## src/rtl/core/itoaf_pkg.sv

```systemverilog
// Shared types, constants and helpers for the integer-to-ASCII formatter.
// Depends on nothing; every other file in rtl/core imports this package.
`default_nettype none

package itoaf_pkg;

    // Sizing
    localparam int MAX_WIDTH  = 64;   // field width clamp, 24..64
    localparam int VALUE_BITS = 64;   // bits of the value that are used, 8..64

    localparam int OCT_DIGITS = (VALUE_BITS + 2) / 3;
    localparam int HEX_DIGITS = (VALUE_BITS + 3) / 4;
    // floor(VALUE_BITS * log10(2)) + 1 decimal digits cover 2**VALUE_BITS - 1
    localparam int DEC_DIGITS = (VALUE_BITS * 30103) / 100000 + 1;
    localparam int NDIG       = (OCT_DIGITS > DEC_DIGITS) ? OCT_DIGITS : DEC_DIGITS;
    localparam int NDIG_W     = $clog2(NDIG + 1);
    localparam int BITS_W     = $clog2(VALUE_BITS + 1);
    localparam int CNT_W      = 7;    // character counts, up to MAX_WIDTH

    typedef enum logic [1:0] {
        RADIX_OCT    = 2'd0,
        RADIX_DEC    = 2'd1,
        RADIX_HEX_UP = 2'd2,
        RADIX_HEX_LO = 2'd3
    } t_radix;

    // ASCII codes
    localparam logic [6:0] CH_ZERO  = 7'h30;
    localparam logic [6:0] CH_SPACE = 7'h20;
    localparam logic [6:0] CH_MINUS = 7'h2D;
    localparam logic [6:0] CH_PLUS  = 7'h2B;
    localparam logic [6:0] CH_UP_A  = 7'h41;
    localparam logic [6:0] CH_LO_A  = 7'h61;

    typedef struct packed {
        logic signed [63:0] value;
        logic [1:0]         radix_sel;
        logic               plus_sign;
        logic               space_sign;
        logic               left_justify;
        logic               zero_pad;
        logic [6:0]         field_width;
    } t_in;

    typedef struct packed {
        logic [6:0] char_out;
        logic       last_char;
    } t_out;

    // Sequencer to converter
    typedef struct packed {
        logic start;   // load a new magnitude and begin conversion
        logic shift;   // drop the leading digit
    } t_conv_ctl;

    // Converter to sequencer
    typedef struct packed {
        logic              done;
        logic [NDIG_W-1:0] ndig;
        logic [3:0]        top_digit;
    } t_conv_stat;

    function automatic logic [6:0] digit_char(input logic [3:0] d, input logic lower);
        logic [3:0] off;
        off = d - 4'd10;
        if (d < 4'd10) begin
            return CH_ZERO + {3'b000, d};
        end else begin
            return (lower ? CH_LO_A : CH_UP_A) + {3'b000, off};
        end
    endfunction

endpackage

`default_nettype wire

```

## src/rtl/core/itoaf_conv.sv

```systemverilog
// Magnitude-to-digit converter: bit-serial binary-to-BCD, direct octal/hex split,
// then one-digit-per-cycle leading-zero strip. Depends on itoaf_pkg.
`default_nettype none

module itoaf_conv (
    input  wire                               i_clk,
    input  wire                               i_rst_n,
    input  itoaf_pkg::t_conv_ctl              i_ctl,
    input  wire [itoaf_pkg::VALUE_BITS-1:0]   i_mag,
    input  wire [1:0]                         i_radix,
    output itoaf_pkg::t_conv_stat             o_stat
);
    import itoaf_pkg::*;

    localparam int DW = 4 * NDIG;

    typedef enum logic [1:0] {
        C_IDLE,
        C_DABBLE,
        C_NORM,
        C_DONE
    } t_cstate;

    t_cstate               r_state,  n_state;
    logic [VALUE_BITS-1:0] r_bin,    n_bin;
    logic [DW-1:0]         r_dig,    n_dig;
    logic [BITS_W-1:0]     r_bits,   n_bits;
    logic [NDIG_W-1:0]     r_ndig,   n_ndig;

    logic [3*NDIG-1:0]     oct_src;
    logic [DW-1:0]         oct_dig;
    logic [DW-1:0]         hex_dig;
    logic [DW-1:0]         adj_dig;

    always_comb begin
        oct_src = (3*NDIG)'(i_mag);
        hex_dig = DW'(i_mag);
        for (int k = 0; k < NDIG; k++) begin
            oct_dig[4*k +: 4] = {1'b0, oct_src[3*k +: 3]};
            // add three to any BCD digit of five or more before the shift
            adj_dig[4*k +: 4] = (r_dig[4*k +: 4] >= 4'd5) ? r_dig[4*k +: 4] + 4'd3
                                                            : r_dig[4*k +: 4];
        end
    end

    always_comb begin
        n_state = r_state;
        n_bin   = r_bin;
        n_dig   = r_dig;
        n_bits  = r_bits;
        n_ndig  = r_ndig;
        if (i_ctl.start) begin
            n_ndig = NDIG_W'(NDIG);
            if (i_radix == RADIX_DEC) begin
                n_bin   = i_mag;
                n_dig   = '0;
                n_bits  = BITS_W'(VALUE_BITS);
                n_state = C_DABBLE;
            end else begin
                n_dig   = (i_radix == RADIX_OCT) ? oct_dig : hex_dig;
                n_state = C_NORM;
            end
        end else begin
            unique case (r_state)
                C_IDLE: begin
                end
                C_DABBLE: begin
                    n_dig  = {adj_dig[DW-2:0], r_bin[VALUE_BITS-1]};
                    n_bin  = {r_bin[VALUE_BITS-2:0], 1'b0};
                    n_bits = r_bits - 1'b1;
                    if (r_bits == BITS_W'(1)) begin
                        n_state = C_NORM;
                    end
                end
                C_NORM: begin
                    // strip one leading zero a cycle, keep at least one digit
                    if (r_dig[DW-1 -: 4] == 4'd0 && r_ndig > NDIG_W'(1)) begin
                        n_dig  = {r_dig[DW-5:0], 4'd0};
                        n_ndig = r_ndig - 1'b1;
                    end else begin
                        n_state = C_DONE;
                    end
                end
                C_DONE: begin
                    if (i_ctl.shift) begin
                        n_dig = {r_dig[DW-5:0], 4'd0};
                    end
                end
                default: n_state = C_IDLE;
            endcase
        end
    end

    always_ff @(posedge i_clk) begin
        if (!i_rst_n) begin
            r_state <= C_IDLE;
            r_ndig  <= '0;
            r_bits  <= '0;
        end else begin
            r_state <= n_state;
            r_ndig  <= n_ndig;
            r_bits  <= n_bits;
        end
        r_bin <= n_bin;
        r_dig <= n_dig;
    end

    assign o_stat.done      = (r_state == C_DONE);
    assign o_stat.ndig      = r_ndig;
    assign o_stat.top_digit = r_dig[DW-1 -: 4];

endmodule

`default_nettype wire

```

## src/rtl/core/integer_to_ascii_formatter_top.sv

```systemverilog
// Top level of the integer-to-ASCII formatter: input capture, sign and padding
// sequencer, output register. Depends on itoaf_pkg and itoaf_conv.
//
//  channel | direction | handshake                 | payload
//  --------+-----------+---------------------------+---------------------------
//  in      | sink      | i_in_valid / o_in_ready   | i_in  (itoaf_pkg::t_in)
//  out     | source    | o_out_valid / i_out_ready | o_out (itoaf_pkg::t_out)
//
// One value is handled at a time. Steps per value: capture, bit-serial decimal
// conversion (skipped for octal/hex), leading zero removal (up to NDIG-1 (21)
// zeros) and its finish, the sequencer seeing the converter done, sizing the
// padding, then one character per cycle while the output is not stalled:
// max(field_width clamped to MAX_WIDTH, sign + digits) characters. The bit-serial BCD
// shift and the one-digit-a-cycle normaliser set the latency before the first
// character. Reset is synchronous, active low, and clears all control state.
// A stall on the output holds the character register; the sequencer waits.
`default_nettype none

module integer_to_ascii_formatter_top (
    input  wire               i_clk,
    input  wire               i_rst_n,
    input  wire               i_in_valid,
    output logic              o_in_ready,
    input  itoaf_pkg::t_in    i_in,
    output logic              o_out_valid,
    input  wire               i_out_ready,
    output itoaf_pkg::t_out   o_out
);
    import itoaf_pkg::*;

    typedef enum logic [2:0] {
        S_IDLE,   // wait for a transaction
        S_CONV,   // converter busy
        S_PLAN,   // size the padding
        S_PRE,    // leading pad characters
        S_SIGN,   // sign character
        S_DIG,    // magnitude digits, most significant first
        S_POST    // trailing spaces
    } t_state;

    t_state            r_state,    n_state;
    logic [6:0]        r_sign_ch,  n_sign_ch;
    logic              r_has_sign, n_has_sign;
    logic              r_lower,    n_lower;
    logic              r_left,     n_left;
    logic              r_zpad,     n_zpad;
    logic [CNT_W-1:0]  r_width,    n_width;
    logic [CNT_W-1:0]  r_pad,      n_pad;
    logic [CNT_W-1:0]  r_cnt,      n_cnt;
    t_out              r_out,      n_out;
    logic              r_out_valid, n_out_valid;

    logic                  in_fire;
    logic                  out_free;
    logic [VALUE_BITS-1:0] in_v;
    logic                  in_neg;
    logic [VALUE_BITS-1:0] in_mag;
    logic [CNT_W-1:0]      text_len;
    logic [CNT_W-1:0]      plan_pad;
    logic [CNT_W-1:0]      ndig_cnt;

    t_conv_ctl  conv_ctl;
    t_conv_stat conv_stat;

    assign o_in_ready = (r_state == S_IDLE);
    assign in_fire    = i_in_valid && o_in_ready;
    // the output register can take a character this cycle
    assign out_free   = !r_out_valid || i_out_ready;

    // magnitude in unsigned arithmetic, so the most negative value is exact
    assign in_v   = i_in.value[VALUE_BITS-1:0];
    assign in_neg = in_v[VALUE_BITS-1];
    assign in_mag = in_neg ? VALUE_BITS'(~in_v + 1'b1) : in_v;

    assign ndig_cnt = CNT_W'(conv_stat.ndig);
    assign text_len = ndig_cnt + {{(CNT_W-1){1'b0}}, r_has_sign};
    assign plan_pad = (r_width > text_len) ? r_width - text_len : '0;

    assign conv_ctl.start = in_fire;
    assign conv_ctl.shift = (r_state == S_DIG) && out_free;

    itoaf_conv u_conv (
        .i_clk   (i_clk),
        .i_rst_n (i_rst_n),
        .i_ctl   (conv_ctl),
        .i_mag   (in_mag),
        .i_radix (i_in.radix_sel),
        .o_stat  (conv_stat)
    );

    always_comb begin
        n_state     = r_state;
        n_sign_ch   = r_sign_ch;
        n_has_sign  = r_has_sign;
        n_lower     = r_lower;
        n_left      = r_left;
        n_zpad      = r_zpad;
        n_width     = r_width;
        n_pad       = r_pad;
        n_cnt       = r_cnt;
        n_out       = r_out;
        // drop the held character once the sink takes it
        n_out_valid = r_out_valid && !i_out_ready;

        unique case (r_state)
            S_IDLE: begin
                if (in_fire) begin
                    priority if (in_neg) begin
                        n_sign_ch  = CH_MINUS;
                        n_has_sign = 1'b1;
                    end else if (i_in.plus_sign) begin
                        n_sign_ch  = CH_PLUS;
                        n_has_sign = 1'b1;
                    end else if (i_in.space_sign) begin
                        n_sign_ch  = CH_SPACE;
                        n_has_sign = 1'b1;
                    end else begin
                        n_sign_ch  = CH_SPACE;
                        n_has_sign = 1'b0;
                    end
                    n_lower = (i_in.radix_sel == RADIX_HEX_LO);
                    n_left  = i_in.left_justify;
                    n_zpad  = i_in.zero_pad;
                    n_width = (i_in.field_width > CNT_W'(MAX_WIDTH)) ? CNT_W'(MAX_WIDTH)
                                                                     : i_in.field_width;
                    n_state = S_CONV;
                end
            end
            S_CONV: begin
                if (conv_stat.done) begin
                    n_state = S_PLAN;
                end
            end
            S_PLAN: begin
                n_pad = plan_pad;
                priority if (!r_left && plan_pad != '0) begin
                    n_cnt   = plan_pad;
                    n_state = S_PRE;
                end else if (r_has_sign) begin
                    n_state = S_SIGN;
                end else begin
                    n_cnt   = ndig_cnt;
                    n_state = S_DIG;
                end
            end
            S_PRE: begin
                if (out_free) begin
                    // zeros here land before the sign, as spaces would
                    n_out.char_out  = r_zpad ? CH_ZERO : CH_SPACE;
                    n_out.last_char = 1'b0;
                    n_out_valid     = 1'b1;
                    n_cnt           = r_cnt - 1'b1;
                    if (r_cnt == CNT_W'(1)) begin
                        if (r_has_sign) begin
                            n_state = S_SIGN;
                        end else begin
                            n_cnt   = ndig_cnt;
                            n_state = S_DIG;
                        end
                    end
                end
            end
            S_SIGN: begin
                if (out_free) begin
                    n_out.char_out  = r_sign_ch;
                    n_out.last_char = 1'b0;
                    n_out_valid     = 1'b1;
                    n_cnt           = ndig_cnt;
                    n_state         = S_DIG;
                end
            end
            S_DIG: begin
                if (out_free) begin
                    n_out.char_out  = digit_char(conv_stat.top_digit, r_lower);
                    n_out.last_char = (r_cnt == CNT_W'(1)) && !(r_left && r_pad != '0);
                    n_out_valid     = 1'b1;
                    n_cnt           = r_cnt - 1'b1;
                    if (r_cnt == CNT_W'(1)) begin
                        if (r_left && r_pad != '0) begin
                            n_cnt   = r_pad;
                            n_state = S_POST;
                        end else begin
                            n_state = S_IDLE;
                        end
                    end
                end
            end
            S_POST: begin
                if (out_free) begin
                    // left justified padding is always spaces
                    n_out.char_out  = CH_SPACE;
                    n_out.last_char = (r_cnt == CNT_W'(1));
                    n_out_valid     = 1'b1;
                    n_cnt           = r_cnt - 1'b1;
                    if (r_cnt == CNT_W'(1)) begin
                        n_state = S_IDLE;
                    end
                end
            end
            default: n_state = S_IDLE;
        endcase
    end

    always_ff @(posedge i_clk) begin
        if (!i_rst_n) begin
            r_state     <= S_IDLE;
            r_out_valid <= 1'b0;
            r_cnt       <= '0;
            r_pad       <= '0;
        end else begin
            r_state     <= n_state;
            r_out_valid <= n_out_valid;
            r_cnt       <= n_cnt;
            r_pad       <= n_pad;
        end
        r_sign_ch  <= n_sign_ch;
        r_has_sign <= n_has_sign;
        r_lower    <= n_lower;
        r_left     <= n_left;
        r_zpad     <= n_zpad;
        r_width    <= n_width;
        r_out      <= n_out;
    end

    assign o_out_valid = r_out_valid;
    assign o_out       = r_out;

`ifndef SYNTHESIS
    // a captured transaction makes the block busy on the next cycle
    a_busy_after_accept: assert property (@(posedge i_clk) disable iff (!i_rst_n)
        in_fire |=> !o_in_ready)
        else $error("input still ready after a transaction was accepted");

    // no new value is taken while a non-final character of the current one waits
    a_no_accept_mid_text: assert property (@(posedge i_clk) disable iff (!i_rst_n)
        (o_out_valid && !o_out.last_char) |-> !o_in_ready)
        else $error("input ready while a value's text is incomplete");

    // digits are only emitted from a finished conversion
    a_digits_after_conv: assert property (@(posedge i_clk) disable iff (!i_rst_n)
        (r_state == S_DIG) |-> conv_stat.done)
        else $error("digit emission before conversion finished");

    // pad runs never start empty
    a_pad_count_live: assert property (@(posedge i_clk) disable iff (!i_rst_n)
        ((r_state == S_PRE) || (r_state == S_POST)) |-> (r_cnt != '0))
        else $error("pad state entered with zero count");
`endif

endmodule

`default_nettype wire
```

## config.mk

```make
export PLATFORM = sky130hd
export DESIGN_NAME = integer_to_ascii_formatter_top
export DESIGN_NICKNAME = d
export VERILOG_FILES = /design/src/rtl/core/itoaf_pkg.sv /design/src/rtl/core/itoaf_conv.sv /design/src/rtl/core/integer_to_ascii_formatter_top.sv
export SDC_FILE = /design/constraint.sdc
export NUM_CORES = 1
export LEC_CHECK = 0
export BUFFER_PORTS_ARGS = -buffer_cell sky130_fd_sc_hd__buf_2
export CORE_ASPECT_RATIO = 1.25
export CORE_MARGIN = 2
export CORE_UTILIZATION = 62
export DETAILED_ROUTE_END_ITERATION = 8
export HOLD_SLACK_MARGIN = 0.06
export PLACE_DENSITY = 0.81
export RECOVER_POWER = 100
export SYNTH_ARGS = -nofsm -noshare
export SYNTH_HDL_FRONTEND = slang
export SYNTH_SLANG_ARGS = --single-unit
```

## constraint.sdc

```tcl
create_clock -name i_clk -period 4.5 [get_ports i_clk]
set_input_delay 0.675 -clock i_clk [delete_from_list [all_inputs] [get_ports i_clk]]
set_output_delay 0.675 -clock i_clk [all_outputs]
set_load 0.02 [all_outputs]
```

==> run metrics, run 1 <==
H-tree depth=1; commonest non-fill, non-tap cell in the layout=nand2_1; IO Count=between 90 and 100; clock skew=roughly 9.5 ps; initial antenna violation count=0; Peak supply drop=between 0.5 and 0.6 mV; outcome=finished, violations left; Port Buffers=90; Final Hold Vio Count=0; Synth cell types=80; #FFs+latches synth=a little over 200; Mapped Nets=1,745; ant diodes=0; post_cts resized=0; most frequent cells in the layout=223 x nand2_1, 174 x edfxtp_1, 147 x a21oi_1; cell count after synthesis=1,598; max cap viols=3; Reg clk slew, reported paths=60 ps; vias in the first global route=between 10,000 and 15,000; die area=around 24,000 µm²; Final WS setup=337.0 ps; worst path required time=between 4000 and 5000 ps; FP Rows=a little over 60; worst hold slack=about 350 ps; min cycle time layout=4163 ps; Clock Sinks=around 210; share of post-route cells with drive strength above 1=9.014%; GRT overflow=0; register area share after synthesis=between 40% and 50%; Hold Crit Start=i_in[8]; worst hold-check path type=input port to flop; Reg2Reg Setup Slack=about 340 ps; FF-to-FF path depth=7; Initial Utilization=~63%; global-route wire length before repair=a little over 60 mm; Placer Congestion=0.9571; syn avg cell area=8.923 µm²; largest net degree at the start of global routing=between 100 and 150; setup bufs post-CTS=0; Syn. warnings=0; reg2reg start=r_state[0]$_SDFFE_PN0P_; async set or reset register ratio after synthesis=0%; ys flop type=edfxtp_1; via count=12,609; DRC=0; Post-Syn Area=approximately 14,000 µm²; TritonCTS buffer count=23; Die Ht=173.6 µm; Hold Path Depth=1; Critical Path AT=between 4000 and 5000 ps; Die Wd=~140 µm; fin nets=between 1,500 and 2,000; Final HPWL DP=26.20 mm; Period Utilization, post-route=around 93%; Post-DRT Antenna Nets=0; Worst-Margin Slew=~2300 ps; RSZ-0062 raised after global routing=false; Hold EP=r_left$_DFFE_PP_; Setup Total Neg Slack=0 ps; CP Class=flop to flop; Finished Core Util=roughly 68%; pre-CTS setup slack=~520 ps; Final setup viols=0; Post-synth EDFFs=approximately 170; hold buffers post-CTS=0; DR iter-0 viols=approximately 1,300; TritonCTS clock tree=done; PwrDens=approximately 750 nW/µm²; startpoint types=flop; clock latency on the worst-skew pair=around 510 ps; Detailed Routing Iterations Pass 1=5; area grow syn2layout=9.126%; Setup crit end kind=flop; Core ar.=approximately 23,000 µm²; CTS Buffer Depth=3; FF-to-FF End=u_conv.r_dig[62]$_DFFE_PP_; DR vias/cell=6.460; root buf cell=clkbuf_16; Crit Path Max Fanout=19; leakage=a little under 6 nW; violated checks=max-capacitance violations, max-slew violations; Max Transition Viols Final=around 140; Routed WL=roughly 38 mm; Tot Pwr=between 0.01 and 0.015 W; Slew HR=-55.56%; GRT Total Usage=30.89%; Fmax=240.2 MHz; routed len/inst=19.38 µm
==> cell families after synthesis <==
kind of cell | synth area share [%]
xor+xnor | 6.388
simple gates | 18.55
fa+ha+maj | 5.844
mux | 0.4388
compound gates | 23.25
flops | 41.14
buf+inv | 4.396
==> synth_stat cells, drive strengths merged, types with 33 or more instances <==
cell | count | area [µm²]
xor2 | 51 | 446.7
o21ai | 118 | 590.6
ha | 65 | 813.3
inv | 77 | 289.0
xnor2 | 53 | 464.2
nand2 | 224 | 840.8
clkbuf | 76 | 285.3
nor2 | 109 | 409.1
edfxtp | 174 | 5225
a21oi | 147 | 735.7
nand2b | 33 | 206.5
==> how the worst max path moves through the flow <==
stage | depth (start not counted) | start | endpoint | slack (ps)
6_report | 7 | r_state[0]$_SDFFE_PN0P_ | u_conv.r_dig[62]$_DFFE_PP_ | 340
5_1_grt | 7 | r_state[0]$_SDFFE_PN0P_ | u_conv.r_dig[62]$_DFFE_PP_ | 80
4_1_cts | 11 | r_has_sign$_SDFFCE_PP1P_ | r_cnt[1]$_SDFFE_PN0P_ | 510
3_5_place_dp | 11 | r_has_sign$_SDFFCE_PP1P_ | r_cnt[1]$_SDFFE_PN0P_ | 520
3_3_place_gp | 11 | r_has_sign$_SDFFCE_PP1P_ | r_cnt[1]$_SDFFE_PN0P_ | 620
2_1_floorplan | 7 | r_state[0]$_SDFFE_PN0P_ | u_conv.r_dig[0]$_DFFE_PP_ | 220
==> final cells by class <==
class	count	area, µm²
Tap cell	288	360.3
Timing Repair Buffer	112	575.6
Clock inverter	9	68.82
Inverter	78	294.0
Clock buffer	32	629.4
Fill cell	1863	7247
Sequential cell	206	5866
Multi-Input combinational cell	1227	7766
==> sequential cells by signal, indices dropped and copies added, names as in the netlist, 5 cells and up <==
name           count
o_out              8
u_conv.r_bin      64
u_conv.r_dig      88
r_pad              7
u_conv.r_ndig      5
u_conv.r_bits      7
r_cnt              7
r_width            7
==> through the flow <==
stage | instances | instance area, µm²
after floorplan | 1598 | 14260
after global placement | 1911 | 14940
after detailed placement | 1911 | 14940
after CTS | 1952 | 15640
after global routing | 1952 | 15560
final | 1952 | 15560
==> routing by layer <==
layer	share of wire, %	global-route usage (%)	vias to the layer above
met5	0	0	-
met4	3.5	11.21	0
met3	8.3	4.061	95
met2	47	50.78	563
met1	41	42.26	5945
li1	-	-	6006
==> power breakdown <==
part | internal [W] | switching [W]
Sequential | 0.00338 | 0.000717
Clock | 0.00103 | 0.000754
Combinational | 0.00215 | 0.00358
==> worst max-delay path: stages (launching register included) <==
cell and delay [ps]:
dfxtp_1 310, clkbuf_1 670, nor3_1 230, nand2_1 480, clkinvlp_2 750, nand2_1 730, clkbuf_1 500, o221ai_1 210
Power figures use the tool's default switching activity.
==> run 2: changes to the inputs <==
Settings changed: ABC_AREA set to 1, CORE_UTILIZATION 62 to 63, PLACE_DENSITY 0.81 to 0.82.
==> run 2 against run 1 <==
- the flow still finishes with violations (max-capacitance violations, max-slew violations)
- first-iteration DRC count increased by 8.8%
- via count is 14% higher
- cell area is 4.8% higher
- cell count increased by 21%
- synthesized cell count grew 25%
- non-clock buffer count is 3 lower
- sequential share of layout area is 1.7 points lower
- critical path type is now input port to flop
- critical endpoint is now u_conv.r_dig[29]$_DFFE_PP_
- largest power group unchanged
==> run metrics, run 2 <==
outcome=finished, violations left; violated checks=max-capacitance violations, max-slew violations; DR vias/cell=roughly 6; Routed WL=between 40 and 50 mm; Mapped Nets=about 2,100; wire length on met3=around 3.3 mm; most frequent cell after synthesis=nand2_1; Peak supply drop=between 0.5 and 0.6 mV; Setup crit end kind=flop; CP max stage delay=~1200 ps; Setup Total Neg Slack=0 ps; async set or reset register ratio after synthesis=0%; FF-to-FF path depth=10; setup bufs post-CTS=0; Port Buffers=90; FP Rows=63; syn avg cell area=7.482 µm²; Post-Synth Simple-Gate Area=approximately a quarter; post_cts resized=0; Final WS setup=about 750 ps; Adder-Cell Fraction of Synth Area=~5.6%; CP Class=input port to flop; Synth Area in Compound Gates=17.52%; reg2reg start=r_state[1]$_SDFFE_PN0P_; Area contributors post-synth=edfxtp_1 35%, nand2_1 11%, o21ai_0 7.5%; critical path cell sequence=clkbuf_1 > clkbuf_1 > nand2_1 > nand2_1 > xor2_1 > a21oi_1 > o21ai_0 > o21ai_0; clock latency on the worst-skew pair=500 ps; Detailed Routing Iterations Pass 1=6; M1 WL=16.96 mm; die area=roughly 25,000 µm²; Slew HR=-7.945%; worst path required time=4730 ps; Worst-Margin Slew=between 1500 and 2000 ps; min cycle time layout=around 3800 ps; Finished Layout Cells=~2,400; crit path capture=u_conv.r_dig[29]$_DFFE_PP_; Final setup viols=0; TritonCTS clock tree=done; synth cell count leaders=451 x nand2_1, 271 x inv_1, 225 x o21ai_0; Synth Area in XOR/XNOR=roughly 4.5%; main combinational cell family by area after synthesis=simple AND/OR/NAND/NOR gates; most frequent cells in the layout=456 x nand2_1, 273 x inv_1, 230 x o21ai_0; hold buffers post-CTS=0; Reg2Reg Setup Slack=820 ps; Fmax=around 270 MHz; Post-DRT Antenna Nets=0; DRC=0; TritonCTS buffer count=21; Final Hold Vio Count=0; H-tree depth=1; CTS Buffer Depth=3; ant diodes=0; RSZ-0062 raised after global routing=false; Post-Syn Area=between 10,000 and 15,000 µm²; DP Cell Count=between 2,000 and 2,500; Tot Pwr=0.01207 W; Synth cell types=between 50 and 60; ys flop type=edfxtp_1; slowest CP cell=clkbuf_1; fin nets=2,209; IO Count=91; vias in the first global route=between 10,000 and 15,000; cell taking the most area after synthesis=edfxtp_1; dpl cell area=between 15,000 and 20,000 µm²; GRT overflow=0; Biggest register=u_conv.r_dig; Crit Path Max Fanout=32; Final HPWL DP=around 31 mm; Max Transition Viols Final=33; largest net degree at the start of global routing=between 80 and 90; Die Wd=~140 µm; Reg clk slew, reported paths=about 60 ps; Core ar.=around 24,000 µm²; clock skew=between 15 and 20 ps; GRT Total Usage=roughly 34%; Initial Utilization=63.49%; Post-synth EDFFs=174; leakage=7.120 nW; #FFs+latches synth=a little over 200; Fillers=2,018; commonest non-fill, non-tap cell in the layout=nand2_1; max cap viols=1; worst hold-check path type=input port to flop; cell count after synthesis=approximately 2,000; top sig layer=met4; area occupied by multi-input gates=approximately 7700 µm²; max FFs per register=~90; Die Ht=approximately 180 µm; top cell type's share of synthesized area=between 30% and 40%; Syn. warnings=0; routed len/inst=around 18 µm; Clock Sinks=around 200; FF-to-FF End=u_conv.r_dig[9]$_DFFE_PP_; Critical Path AT=3990 ps; initial antenna violation count=0; root buf cell=clkbuf_16; via count=between 10,000 and 15,000; pre-CTS setup slack=between 1000 and 1500 ps; multiplexer share of the synthesized area=less than 1%; share of post-route cells with drive strength above 1=under 10%; global-route wire length before repair=68.55 mm; DR iter-0 viols=1,445; startpoint types=input port; register area share after synthesis=about two fifths; PwrDens=between 700 and 800 nW/µm²; Worst Setup SP=i_in[76]; met2 WL=approximately 21 mm; Period Utilization, post-route=a little over four fifths; Seq. cell area=between 5000 and 6000 µm²; final instance area=~16,000 µm²; area grow syn2layout=8.964%; Placer Congestion=0.9374
run 2: cell type report:
type / instances / share of cell area [%]
Clock buffer: 25 / 3.377
Sequential cell: 206 / 35.98
Clock inverter: 12 / 0.9976
Multi-Input combinational cell: 1448 / 47.47
Inverter: 276 / 6.354
Tap cell: 292 / 2.241
Timing Repair Buffer: 109 / 3.584
run 2: cells by family after synthesis:
group                    count (synthesis)
AO/OA/AOI/OAI                          457
multiplexers                             1
XOR/XNOR                                77
adder cells (fa/ha/maj)                 66
AND/OR/NAND/NOR                        847
flip-flops                             206
buffers and inverters                  346
run 2: worst min-delay path by stage:
stage,start,end,depth (start not counted)
2_1_floorplan,u_conv.r_bits[0]$_SDFFE_PN0P_,u_conv.r_bits[0]$_SDFFE_PN0P_,1
3_3_place_gp,u_conv.r_bits[0]$_SDFFE_PN0P_,u_conv.r_bits[0]$_SDFFE_PN0P_,1
3_5_place_dp,u_conv.r_bits[0]$_SDFFE_PN0P_,u_conv.r_bits[0]$_SDFFE_PN0P_,1
4_1_cts,i_in[7],r_zpad$_DFFE_PP_,1
5_1_grt,i_in[8],r_left$_DFFE_PP_,1
6_report,i_in[8],r_left$_DFFE_PP_,1
run 2: power breakdown:
part           internal, W  switching (W)
Combinational      0.00203        0.00416
Clock              0.00110       0.000754
Sequential         0.00346       0.000558
Total              0.00660        0.00547
run 2: critical path: cells and delay by family:
kind | cells | cell delay, ps
compound gates | 3 | 350
xor+xnor | 1 | 340
buf+inv | 2 | 2100
simple gates | 2 | 520
run 2: through the flow:
step / util [%] / hold WS, ps
2_1_floorplan: - / 447.3
3_3_place_gp: 66.53 / 462.9
6_report: 69.18 / 365.2
4_1_cts: 69.55 / 358.0
3_5_place_dp: 66.53 / 475.4
5_1_grt: 69.18 / 362.1
run 2: per-layer routing:
layer	vias to the layer above	track usage (%)
li1	6890	-
met1	6607	43.28
met2	702	59.87
met3	124	3.851
met4	0	12.29
met5	-	0
